`src/ows_pkg.sv`:
```
// Shared types, codes and sizes of the one-wire slot sequencer.
package ows_pkg;

   // Byte stores for write data and read data
   localparam int MAX_BYTES = 16;
   localparam int MAX_BITS  = MAX_BYTES * 8;
   localparam int BYTE_W    = (MAX_BYTES > 1) ? $clog2(MAX_BYTES) : 1;
   localparam int LIMIT_W   = $clog2(MAX_BITS + 1);

   // Tick sums: 16-bit slot plus two 10-bit delays
   localparam int TICK_W = 17;

   // Power-on timing
   localparam logic [15:0] RESET_LOW_DEFAULT     = 16'd12860;
   localparam logic [15:0] PRESENCE_WAIT_DEFAULT = 16'd25720;
   localparam logic [15:0] SLOT_DEFAULT          = 16'd1672;
   localparam logic [9:0]  SHORT_PULSE_DEFAULT   = 10'd50;
   localparam logic [9:0]  SAMPLE_DELAY_DEFAULT  = 10'd283;

   typedef enum logic [2:0] {
      CSR_RESET_LOW     = 3'd0,
      CSR_PRESENCE_WAIT = 3'd1,
      CSR_SLOT          = 3'd2,
      CSR_SHORT_PULSE   = 3'd3,
      CSR_SAMPLE_DELAY  = 3'd4
   } csr_idx_type;

   typedef enum logic [1:0] {
      ACT_START    = 2'd0,
      ACT_LOAD     = 2'd1,
      ACT_EVENT    = 2'd2,
      ACT_READBACK = 2'd3
   } action_type;

   typedef enum logic [1:0] {
      PH_IDLE  = 2'd0,
      PH_RESET = 2'd1,
      PH_WRITE = 2'd2,
      PH_READ  = 2'd3
   } phase_type;

   typedef enum logic [2:0] {
      ST_RST_BEGIN  = 3'd0,
      ST_RST_END    = 3'd1,
      ST_PRES_END   = 3'd2,
      ST_WR_BEGIN   = 3'd3,
      ST_WR_END     = 3'd4,
      ST_RD_BEGIN   = 3'd5,
      ST_RD_END     = 3'd6
   } step_type;

   typedef enum logic [1:0] {
      LINE_NONE    = 2'd0,
      LINE_LOW     = 2'd1,
      LINE_RELEASE = 2'd2,
      LINE_PULSE   = 2'd3
   } line_cmd_type;

   typedef enum logic [1:0] {
      EDGE_KEEP = 2'd0,
      EDGE_FALL = 2'd1,
      EDGE_OFF  = 2'd2
   } edge_type;

   typedef struct packed {
      logic [15:0]       reset_low;
      logic [15:0]       presence_wait;
      logic [15:0]       slot;
      logic [TICK_W-1:0] rd_ticks;
      logic [TICK_W-1:0] wr1_ticks;
   } cfg_type;

   typedef struct packed {
      action_type  action;
      logic [1:0]  operation;
      logic [7:0]  bit_count;
      logic [3:0]  byte_index;
      logic [7:0]  byte_value;
      logic [31:0] counter_now;
      logic        line_level;
   } item_type;

   typedef struct packed {
      line_cmd_type line_command;
      logic         match_valid;
      logic [31:0]  match_value;
      logic         timer_stop;
      edge_type     edge_control;
      logic         read_valid;
      logic         read_bit;
      logic         op_done;
      logic         signal_software;
      logic [31:0]  event_count;
      logic [7:0]   read_byte;
   } result_type;

   typedef struct packed {
      logic       load_en;
      logic [3:0] load_idx;
      logic [7:0] load_val;
      logic       bit_wr_en;
      logic [7:0] bit_sel;
      logic       bit_val;
      logic [3:0] rb_idx;
   } store_req_type;

endpackage

```
`src/ows_store.sv`:
```
// Write-data and read-data byte stores of the one-wire slot sequencer.
module ows_store (
   input  logic                  clock,
   input  ows_pkg::store_req_type store_req,
   output logic                  wbit,
   output logic [7:0]            store_byte
);
   import ows_pkg::*;

   logic [7:0] write_store_ff [MAX_BYTES];
   logic [7:0] read_store_ff  [MAX_BYTES];

   logic              load_ok;
   logic              bit_ok;
   logic              rb_ok;
   logic [BYTE_W-1:0] load_sel;
   logic [BYTE_W-1:0] bit_byte;
   logic [BYTE_W-1:0] rb_sel;

   // Range checks against the store depth
   assign load_ok  = {2'b00, store_req.load_idx} < 6'(MAX_BYTES);
   assign rb_ok    = {2'b00, store_req.rb_idx} < 6'(MAX_BYTES);
   assign bit_ok   = {1'b0, store_req.bit_sel[7:3]} < 6'(MAX_BYTES);
   assign load_sel = BYTE_W'(store_req.load_idx);
   assign rb_sel   = BYTE_W'(store_req.rb_idx);
   assign bit_byte = BYTE_W'(store_req.bit_sel[7:3]);

   // Load write bytes, store sampled read bits LSB first
   always_ff @(posedge clock) begin
      if (store_req.load_en && load_ok) begin
         write_store_ff[load_sel] <= store_req.load_val;
      end
      if (store_req.bit_wr_en && bit_ok) begin
         read_store_ff[bit_byte][store_req.bit_sel[2:0]] <= store_req.bit_val;
      end
   end

   // Out-of-range positions read as zero
   assign wbit       = bit_ok ? write_store_ff[bit_byte][store_req.bit_sel[2:0]] : 1'b0;
   assign store_byte = rb_ok ? read_store_ff[rb_sel] : 8'd0;

endmodule

```
`src/ows_seq.sv`:
```
// Slot state machine, flags and event counter of the one-wire slot sequencer.
module ows_seq (
   input  logic                   clock,
   input  logic                   reset,
   input  logic                   fire,
   input  ows_pkg::item_type      item,
   input  ows_pkg::cfg_type       cfg,
   input  logic                   wbit,
   input  logic [7:0]             store_byte,
   output ows_pkg::store_req_type store_req,
   output ows_pkg::result_type    result
);
   import ows_pkg::*;

   phase_type          phase_ff, phase_in;
   step_type           step_ff, step_in;
   logic [7:0]         bit_index_ff, bit_index_in;
   logic [LIMIT_W-1:0] bit_limit_ff, bit_limit_in;
   logic               done_ff, done_in;
   logic               signal_ff, signal_in;
   logic [31:0]        events_ff, events_in;

   logic is_start, is_event;
   logic rst_begin, rst_end, pres_end, slot_begin, slot_end;
   logic overrun, last_bit;

   line_cmd_type      cmd;
   logic              mv;
   logic [TICK_W-1:0] ticks;
   logic              stop;
   edge_type          edge_ctl;
   logic              rv;
   logic              set_done;
   logic              set_signal;

   // Decode the current slot situation
   assign is_start   = item.action == ACT_START;
   assign is_event   = item.action == ACT_EVENT;
   assign rst_begin  = phase_ff == PH_RESET && step_ff == ST_RST_BEGIN;
   assign rst_end    = phase_ff == PH_RESET && step_ff == ST_RST_END;
   assign pres_end   = phase_ff == PH_RESET && step_ff == ST_PRES_END;
   assign slot_begin = (phase_ff == PH_WRITE && step_ff == ST_WR_BEGIN) ||
                       (phase_ff == PH_READ && step_ff == ST_RD_BEGIN);
   assign slot_end   = (phase_ff == PH_WRITE && step_ff == ST_WR_END) ||
                       (phase_ff == PH_READ && step_ff == ST_RD_END);
   assign overrun    = {1'b0, bit_index_ff} >= 9'(bit_limit_ff);
   assign last_bit   = ({1'b0, bit_index_ff} + 9'd1) >= 9'(bit_limit_ff);

   // Outputs of one match event
   always_comb begin
      cmd        = LINE_NONE;
      mv         = 1'b0;
      ticks      = '0;
      stop       = 1'b0;
      edge_ctl   = EDGE_KEEP;
      rv         = 1'b0;
      set_done   = 1'b0;
      set_signal = 1'b0;
      if (is_event) begin
         if (phase_ff == PH_IDLE) begin
            stop = 1'b1;
         end else if (rst_begin) begin
            cmd   = LINE_LOW;
            mv    = 1'b1;
            ticks = TICK_W'(cfg.reset_low);
         end else if (rst_end) begin
            cmd      = LINE_RELEASE;
            edge_ctl = EDGE_FALL;
            mv       = 1'b1;
            ticks    = TICK_W'(cfg.presence_wait);
         end else if (pres_end) begin
            stop       = 1'b1;
            edge_ctl   = EDGE_OFF;
            set_done   = 1'b1;
            set_signal = 1'b1;
         end else if (slot_begin) begin
            if (overrun) begin
               stop       = 1'b1;
               cmd        = LINE_RELEASE;
               set_signal = 1'b1;
            end else if (phase_ff == PH_READ) begin
               cmd   = LINE_PULSE;
               rv    = 1'b1;
               mv    = 1'b1;
               ticks = cfg.rd_ticks;
            end else if (wbit) begin
               cmd   = LINE_PULSE;
               mv    = 1'b1;
               ticks = cfg.wr1_ticks;
            end else begin
               cmd   = LINE_LOW;
               mv    = 1'b1;
               ticks = TICK_W'(cfg.slot);
            end
         end else if (slot_end) begin
            if (last_bit) begin
               stop       = 1'b1;
               set_done   = 1'b1;
               set_signal = 1'b1;
            end else begin
               mv    = 1'b1;
               ticks = TICK_W'(cfg.slot);
            end
            if (phase_ff == PH_WRITE && !wbit) begin
               cmd = LINE_RELEASE;
            end
         end else begin
            stop       = 1'b1;
            set_signal = 1'b1;
         end
      end
   end

   // Next state of the sequencer
   always_comb begin
      phase_in     = phase_ff;
      step_in      = step_ff;
      bit_index_in = bit_index_ff;
      bit_limit_in = bit_limit_ff;
      done_in      = done_ff | set_done;
      signal_in    = signal_ff | set_signal;
      events_in    = events_ff;
      if (is_start) begin
         phase_in = phase_type'(item.operation);
         case (phase_type'(item.operation))
            PH_WRITE: step_in = ST_WR_BEGIN;
            PH_READ:  step_in = ST_RD_BEGIN;
            default:  step_in = ST_RST_BEGIN;
         endcase
         bit_index_in = '0;
         bit_limit_in = ({1'b0, item.bit_count} < 9'(MAX_BITS)) ?
                        LIMIT_W'(item.bit_count) : LIMIT_W'(MAX_BITS);
         done_in      = 1'b0;
         signal_in    = 1'b0;
      end else if (is_event) begin
         events_in = events_ff + 32'd1;
         if (rst_begin) begin
            step_in = ST_RST_END;
         end else if (rst_end) begin
            step_in = ST_PRES_END;
         end else if (pres_end) begin
            step_in = ST_RST_BEGIN;
         end else if (slot_begin && !overrun) begin
            step_in = (phase_ff == PH_READ) ? ST_RD_END : ST_WR_END;
         end else if (slot_end) begin
            bit_index_in = bit_index_ff + 8'd1;
            step_in      = (phase_ff == PH_READ) ? ST_RD_BEGIN : ST_WR_BEGIN;
         end
      end
   end

   // Advance state on each word taken in
   always_ff @(posedge clock) begin
      if (reset) begin
         phase_ff     <= PH_IDLE;
         step_ff      <= ST_RST_BEGIN;
         bit_index_ff <= '0;
         bit_limit_ff <= '0;
         done_ff      <= 1'b0;
         signal_ff    <= 1'b0;
         events_ff    <= '0;
      end else if (fire) begin
         phase_ff     <= phase_in;
         step_ff      <= step_in;
         bit_index_ff <= bit_index_in;
         bit_limit_ff <= bit_limit_in;
         done_ff      <= done_in;
         signal_ff    <= signal_in;
         events_ff    <= events_in;
      end
   end

   // Store accesses
   always_comb begin
      store_req.load_en   = fire && item.action == ACT_LOAD;
      store_req.load_idx  = item.byte_index;
      store_req.load_val  = item.byte_value;
      store_req.bit_wr_en = fire && rv;
      store_req.bit_sel   = bit_index_ff;
      store_req.bit_val   = item.line_level;
      store_req.rb_idx    = item.byte_index;
   end

   // Assemble the result word
   always_comb begin
      result.line_command    = cmd;
      result.match_valid     = mv;
      result.match_value     = mv ? (item.counter_now + 32'(ticks)) : 32'd0;
      result.timer_stop      = stop;
      result.edge_control    = edge_ctl;
      result.read_valid      = rv;
      result.read_bit        = rv & item.line_level;
      result.op_done         = done_in;
      result.signal_software = signal_in;
      result.event_count     = events_in;
      result.read_byte       = (item.action == ACT_READBACK) ? store_byte : 8'd0;
   end

endmodule

```
`src/one_wire_slot_sequencer_top.sv`:
```
// Top level of the one-wire slot sequencer: registers, handshake and checks.
//
// Usage: each request word carries an action. A start word picks the
// operation (idle, reset and presence, write bits, read bits) and the bit
// count; load words fill the write byte store beforehand (bit 0 of byte 0
// goes out first); a timer match word steps the slot machine; a read-back
// word returns one stored read byte. Every request word yields exactly one
// response word with the line command, next compare value, timer stop,
// edge-detect control, sampled read bit, sticky done and software flags,
// the event count and the read-back byte.
// A word taken is held in the input register and its response is presented
// from the response register. Throughput is one word per cycle while the
// receiver takes responses; the slot step is a single add of the compare
// value behind the input register.
// A stalled receiver holds the response register; one more request word
// waits in the input register, then req_ready drops until rsp_ready.
// Reset (synchronous, active high) returns the timing registers to their
// defaults and the sequencer to idle; the byte stores hold no reset value.
// The csr port writes timing registers; write only while the block is idle.
module one_wire_slot_sequencer_top (
   input  logic        clock,
   input  logic        reset,
   input  logic        csr_we,
   input  logic [2:0]  csr_index,
   input  logic [15:0] csr_wdata,
   input  logic        req_valid,
   output logic        req_ready,
   input  logic [1:0]  req_action,
   input  logic [1:0]  req_operation,
   input  logic [7:0]  req_bit_count,
   input  logic [3:0]  req_byte_index,
   input  logic [7:0]  req_byte_value,
   input  logic [31:0] req_counter_now,
   input  logic        req_line_level,
   output logic        rsp_valid,
   input  logic        rsp_ready,
   output logic [1:0]  rsp_line_command,
   output logic        rsp_match_valid,
   output logic [31:0] rsp_match_value,
   output logic        rsp_timer_stop,
   output logic [1:0]  rsp_edge_control,
   output logic        rsp_read_valid,
   output logic        rsp_read_bit,
   output logic        rsp_op_done,
   output logic        rsp_signal_software,
   output logic [31:0] rsp_event_count,
   output logic [7:0]  rsp_read_byte
);
   import ows_pkg::*;

   logic [15:0]       reset_low_ff, presence_wait_ff, slot_ff;
   logic [9:0]        short_pulse_ff, sample_delay_ff;
   logic [TICK_W-1:0] rd_ticks_ff, wr1_ticks_ff;
   cfg_type           cfg;

   item_type      item_ff;
   logic          in_valid_ff, in_valid_in;
   result_type    result;
   result_type    out_ff;
   logic          out_valid_ff, out_valid_in;
   logic          fire;
   logic          take;
   store_req_type store_req;
   logic          wbit;
   logic [7:0]    store_byte;

   // Timing registers
   always_ff @(posedge clock) begin
      if (reset) begin
         reset_low_ff     <= RESET_LOW_DEFAULT;
         presence_wait_ff <= PRESENCE_WAIT_DEFAULT;
         slot_ff          <= SLOT_DEFAULT;
         short_pulse_ff   <= SHORT_PULSE_DEFAULT;
         sample_delay_ff  <= SAMPLE_DELAY_DEFAULT;
      end else if (csr_we) begin
         case (csr_index)
            CSR_RESET_LOW:     reset_low_ff     <= csr_wdata;
            CSR_PRESENCE_WAIT: presence_wait_ff <= csr_wdata;
            CSR_SLOT:          slot_ff          <= csr_wdata;
            CSR_SHORT_PULSE:   short_pulse_ff   <= csr_wdata[9:0];
            CSR_SAMPLE_DELAY:  sample_delay_ff  <= csr_wdata[9:0];
            default:           ;
         endcase
      end
   end

   // Precompute the slot lengths of read and write-one slots
   always_ff @(posedge clock) begin
      rd_ticks_ff  <= TICK_W'(slot_ff) + TICK_W'(short_pulse_ff) + TICK_W'(sample_delay_ff);
      wr1_ticks_ff <= TICK_W'(slot_ff) + TICK_W'(short_pulse_ff);
   end

   assign cfg.reset_low     = reset_low_ff;
   assign cfg.presence_wait = presence_wait_ff;
   assign cfg.slot          = slot_ff;
   assign cfg.rd_ticks      = rd_ticks_ff;
   assign cfg.wr1_ticks     = wr1_ticks_ff;

   // Handshake: move the held word on when the response slot frees up
   assign fire         = in_valid_ff && (!out_valid_ff || rsp_ready);
   assign req_ready    = !in_valid_ff || fire;
   assign take         = req_valid && req_ready;
   assign in_valid_in  = take || (in_valid_ff && !fire);
   assign out_valid_in = fire || (out_valid_ff && !rsp_ready);

   always_ff @(posedge clock) begin
      if (reset) begin
         in_valid_ff  <= 1'b0;
         out_valid_ff <= 1'b0;
      end else begin
         in_valid_ff  <= in_valid_in;
         out_valid_ff <= out_valid_in;
      end
   end

   // Input register
   always_ff @(posedge clock) begin
      if (take) begin
         item_ff.action      <= action_type'(req_action);
         item_ff.operation   <= req_operation;
         item_ff.bit_count   <= req_bit_count;
         item_ff.byte_index  <= req_byte_index;
         item_ff.byte_value  <= req_byte_value;
         item_ff.counter_now <= req_counter_now;
         item_ff.line_level  <= req_line_level;
      end
   end

   ows_seq u_seq (
      .clock      (clock),
      .reset      (reset),
      .fire       (fire),
      .item       (item_ff),
      .cfg        (cfg),
      .wbit       (wbit),
      .store_byte (store_byte),
      .store_req  (store_req),
      .result     (result)
   );

   ows_store u_store (
      .clock      (clock),
      .store_req  (store_req),
      .wbit       (wbit),
      .store_byte (store_byte)
   );

   // Result register
   always_ff @(posedge clock) begin
      if (fire) begin
         out_ff <= result;
      end
   end

   assign rsp_valid           = out_valid_ff;
   assign rsp_line_command    = out_ff.line_command;
   assign rsp_match_valid     = out_ff.match_valid;
   assign rsp_match_value     = out_ff.match_value;
   assign rsp_timer_stop      = out_ff.timer_stop;
   assign rsp_edge_control    = out_ff.edge_control;
   assign rsp_read_valid      = out_ff.read_valid;
   assign rsp_read_bit        = out_ff.read_bit;
   assign rsp_op_done         = out_ff.op_done;
   assign rsp_signal_software = out_ff.signal_software;
   assign rsp_event_count     = out_ff.event_count;
   assign rsp_read_byte       = out_ff.read_byte;

   // Backpressure only comes from a full response register
   a_ready_stall: assert property (@(posedge clock) disable iff (reset)
      !req_ready |-> (rsp_valid && !rsp_ready))
      else $error("request side stalled without a stalled response");

   // A sampled read bit always comes with a short pulse and a new compare
   a_read_slot: assert property (@(posedge clock) disable iff (reset)
      (rsp_valid && rsp_read_valid) |-> (rsp_line_command == LINE_PULSE && rsp_match_valid))
      else $error("read bit outside a read slot opening");

   // Unused compare value reads as zero
   a_match_zero: assert property (@(posedge clock) disable iff (reset)
      (rsp_valid && !rsp_match_valid) |-> (rsp_match_value == 32'd0))
      else $error("compare value given without match valid");

   // Done always raises the software signal too
   a_done_signal: assert property (@(posedge clock) disable iff (reset)
      (rsp_valid && rsp_op_done) |-> rsp_signal_software)
      else $error("done without software signal");

endmodule
```
`config.mk`:
```
export PLATFORM = sky130hd
export DESIGN_NAME = one_wire_slot_sequencer_top
export DESIGN_NICKNAME = d
export VERILOG_FILES = /design/src/ows_pkg.sv /design/src/ows_store.sv /design/src/ows_seq.sv /design/src/one_wire_slot_sequencer_top.sv
export SDC_FILE = /design/constraint.sdc
export NUM_CORES = 1
export LEC_CHECK = 0
export BUFFER_PORTS_ARGS = -buffer_cell sky130_fd_sc_hd__buf_4
export CAP_MARGIN = 15
export CELL_PAD_IN_SITES_DETAIL_PLACEMENT = 0
export CELL_PAD_IN_SITES_GLOBAL_PLACEMENT = 2
export CORE_ASPECT_RATIO = 1.75
export CORE_MARGIN = 1
export CORE_UTILIZATION = 42
export CTS_CLUSTER_DIAMETER = 40
export DETAILED_ROUTE_END_ITERATION = 7
export GPL_TIMING_DRIVEN = 1
export PLACE_DENSITY = 0.86
export SYNTH_ARGS = -nofsm -noshare
export SYNTH_HDL_FRONTEND = slang
export SYNTH_SLANG_ARGS = --single-unit
```
`constraint.sdc`:
```
create_clock -name clock -period 7.1 [get_ports clock]
set_clock_uncertainty 0.15 [all_clocks]
set_input_delay 0.71 -clock clock [delete_from_list [all_inputs] [get_ports clock]]
set_output_delay 0.71 -clock clock [all_outputs]
set_load 0.02 [all_outputs]
```
==> reports/summary.txt <==
Starting Density -> 42.70%
Worst-case vdd ir drop -> 0.0001825 V
Fillcell total -> 5,020
Post-synthesis adder-cell area fraction -> 3.108%
Setup bufs post-CTS -> 0
Grt met1 use -> 22.26%
Grt peak-use layer -> met2
Multi-input logic area -> 8800 um2
RSZ-0062 raised after global routing -> false
Largest stage delay on the critical path -> 0.96 ns
CTS tree -> done
Reg-to-Reg Start -> u_seq.bit_index_ff[0]
Layout cells sized above 1 -> 17.69%
Leading post-synthesis cells by cell area -> edfxtp_1 48%, dfxtp_1 13%, mux4_2 6.0%
Relative slew slack -> 27.18%
Cts bufs inserted -> 55
Top delay family on crit path -> compound AO/OA/AOI/OAI gates
Vias -> 16,130
Starting DRT DRC Count -> 1,141
WP data required -> 7.41 ns
Sink Count -> 558
Worst-path clk slew -> 0.07 ns
Yosys top cell by area -> edfxtp_1
Crit-path cells -> buf_4 -> inv_1 -> ha_1 -> nor2b_1 -> o21ai_0 -> a211oi_1 -> o21ai_0 -> a211oi_2 -> nand2_1 -> a21oi_1 -> ha_1 -> nor2_1 -> o21ai_0 -> o2111ai_1 -> a21oi_1 -> o2111ai_1 -> a41oi_1 -> buf_4 -> or4b_2 -> o21ai_0
Synthesized area per cell -> 12.29 um2
Max cap viols -> 0
CP Buf/Inv Count -> 3
Post_cts resized -> 0
Hold_buf cts -> 0
GR Util met3 -> 2.491%
First-pass GRT wire length -> 97,620 um
Status -> completed
Vias in the first global route -> 16,640
Synthesized Nets -> 2,132
Hold path startpoint -> req_counter_now[25]
Hold Path Class -> input pin to flop
Reg2reg path depth -> 20
Hold EP -> item_ff[26]
Io pins -> 165
WL/cell -> 21.72 um
Async SR Flop Fraction -> 0%
Die H -> 321.4 um
DRC violations left -> 0
Slew Limit Fails -> 0
Largest net degree at the start of global routing -> 130
Most Frequent Cell on Critical Path -> o21ai_0
Period utilization -> 88.62%
Commonest cells in the netlist -> 395 x edfxtp_1, 265 x nor2_1, 256 x nand2_1, 163 x dfxtp_1, 125 x a21oi_1
Top_reg_cell synth -> edfxtp_1
Cell Area, Synth -> 24,480 um2
Met2 Use GR -> 43.82%
Crit path max fanout -> 15
Ys Warns -> 0
Gp weighted congestion -> 0.8846
Fmax -> 158.9 MHz
RR Endpoint -> rsp_match_value[31]
Die width -> 184.5 um
Final ANT Viol Nets -> 0
Clock H-tree levels -> 2
Hold Fails Final Rpt -> 0
Global route total overflow -> 0
Final setup viols -> 0
Distinct cells, synth -> 78
Core box area -> 57,330 um2
Synth-to-Final Area Change -> 15.83%
Via density -> 5.458
Nets -> 2,282
Latest clock arrival within the worst-skew pair -> 0.61 ns
Die area -> 59,290 um2
Tightest Pin Transition -> 1.092 ns
Largest family of logic cells by synthesized area -> simple AND/OR/NAND/NOR gates
HPWL Detailed -> 45,890 um
Max Root-Sink Buffers -> 3
Leakage Power -> 9.980 nW
Total power -> 7.057 mW
TNS Setup -> 0 ns
Root buf cell -> clkbuf_16
I/O Buffers -> 164
Hold depth -> 1
Critical Path Sink Type -> flop
Power Dens Cells -> 248.9 nW/um2
Drt total wl -> 64,190 um
EDFF count, synth -> 395
Min Tclk post-route -> 6.292 ns
Synth Instances -> 1,992
Critical Path Slowest Stage Cell -> a211oi_2
XOR/XNOR Fraction of Synth Area -> 3.686%
Count leader, synth -> edfxtp_1
Post-Synth Simple-Gate Area -> 14.83%
Synth Register Bits -> 558
Total Routing Usage GR -> 22.09%
Critical path data arrival time -> 6.60 ns
Std-Cell Rows -> 116
Multiplexer area fraction after synthesis -> 6.747%
Startpoint types -> flop
Storage cell area -> 15,130 um2
Setup Crit Path Kind -> flop to flop
Top cell type's share of synthesized area -> 48.46%
Sequential-to-total area share from yosys stat -> 61.79%
Antenna violations before repair -> 1
Post-synthesis compound-gate area fraction -> 7.560%
Reg2Reg Setup Slack -> 0.81 ns
DR pass1 iterations -> 5
[final cells by class]
cell class | count | area share [%]
sequential | 558 | 53.35
antenna | 1 | 0.008826
multi-input combinational | 1315 | 31.04
tap | 767 | 3.385
inverter | 22 | 0.3001
clock inverter | 28 | 1.200
clock buffer | 75 | 5.706
timing repair buffer | 190 | 5.013
[layout by cell type (no fill, tap or decap), types with 7 or more instances in the layout]
| cell | synthesis | routed |
|---|---|---|
| buf_4 | 3 | 188 |
| o21a_1 | 11 | 11 |
| nand2b_1 | 24 | 24 |
| xnor2_1 | 44 | 44 |
| xor2_1 | 59 | 59 |
| nor3_1 | 21 | 21 |
| ha_1 | 56 | 56 |
| mux4_2 | 65 | 65 |
| and2_1 | 11 | 10 |
| a222oi_1 | 16 | 16 |
| nand3_1 | 45 | 45 |
| nor4_1 | 7 | 7 |
| and3_1 | 31 | 31 |
| o21ai_0 | 45 | 45 |
| nand3b_1 | 38 | 38 |
| mux2i_1 | 12 | 12 |
| nor2b_1 | 19 | 19 |
| a211oi_1 | 17 | 17 |
| nand2_1 | 256 | 256 |
| edfxtp_1 | 395 | 395 |
| clkbuf_16 | 0 | 60 |
| dfxtp_1 | 163 | 162 |
| a21o_1 | 14 | 14 |
| nor2_1 | 265 | 264 |
| or2_2 | 8 | 8 |
| inv_1 | 20 | 20 |
| a21oi_1 | 125 | 125 |
| nand4_1 | 11 | 11 |
| clkbuf_1 | 71 | 9 |
| or3_1 | 14 | 14 |
[worst max path at each step]
stage                          start                   to  slack [ns]  cells after the start
2_1_floorplan  u_seq.bit_index_ff[0]  rsp_match_value[23]        1.91                     23
3_3_place_gp   u_seq.bit_index_ff[0]  rsp_match_value[31]        0.79                     20
3_5_place_dp   u_seq.bit_index_ff[2]  rsp_match_value[31]        0.90                     22
4_1_cts        u_seq.bit_index_ff[2]  rsp_match_value[31]        0.85                     22
5_1_grt        u_seq.bit_index_ff[0]  rsp_match_value[31]        0.31                     20
6_report       u_seq.bit_index_ff[0]  rsp_match_value[31]        0.81                     20
[through the flow]
step | hold slack, ns | cell area, um2 | cells | setup slack [ns] | utilization (%)
after floorplan | 0.2812 | 24480 | 1992 | 1.906 | -
final | 0.1244 | 28350 | 2956 | 0.8079 | 49.45
after global routing | 0.09705 | 28350 | 2956 | 0.3125 | 49.45
after global placement | 0.2880 | 26380 | 2850 | 0.7943 | 46.02
after CTS | 0.09481 | 28350 | 2955 | 0.8523 | 49.45
after detailed placement | 0.2956 | 26390 | 2852 | 0.9040 | 46.03
[cells by family after synthesis]
kind of cell             after synthesis
AND/OR/NAND/NOR                      779
flip-flops                           558
multiplexers                          83
AO/OA/AOI/OAI                        291
buffers and inverters                119
adder cells (fa/ha/maj)               59
XOR/XNOR                             103
[state kept, by name (all words and copies together) (netlist names), 10 cells and up, named ones only]
name,flops
u_store.read_store_ff,128
rd_ticks_ff,17
reset_low_ff,16
wr1_ticks_ff,17
short_pulse_ff,10
u_store.write_store_ff,128
item_ff,57
sample_delay_ff,10
rsp_event_count,32
u_seq.events_ff,32
presence_wait_ff,16
rsp_match_value,32
slot_ff,16
[where the power goes]
part | internal, mW | total [mW] | switching (mW)
registers | 3.56 | 3.61 | 0.0581
clock network | 1.81 | 3.11 | 1.30
logic | 0.135 | 0.332 | 0.196
[per-layer routing]
layer  vias up  wire (um)
met5         -          0
met4         0       3139
met3       150       2432
met2       426      36710
met1      7964      21910
li1       7594          -
Note: power is estimated with default switching activity, not from simulation.
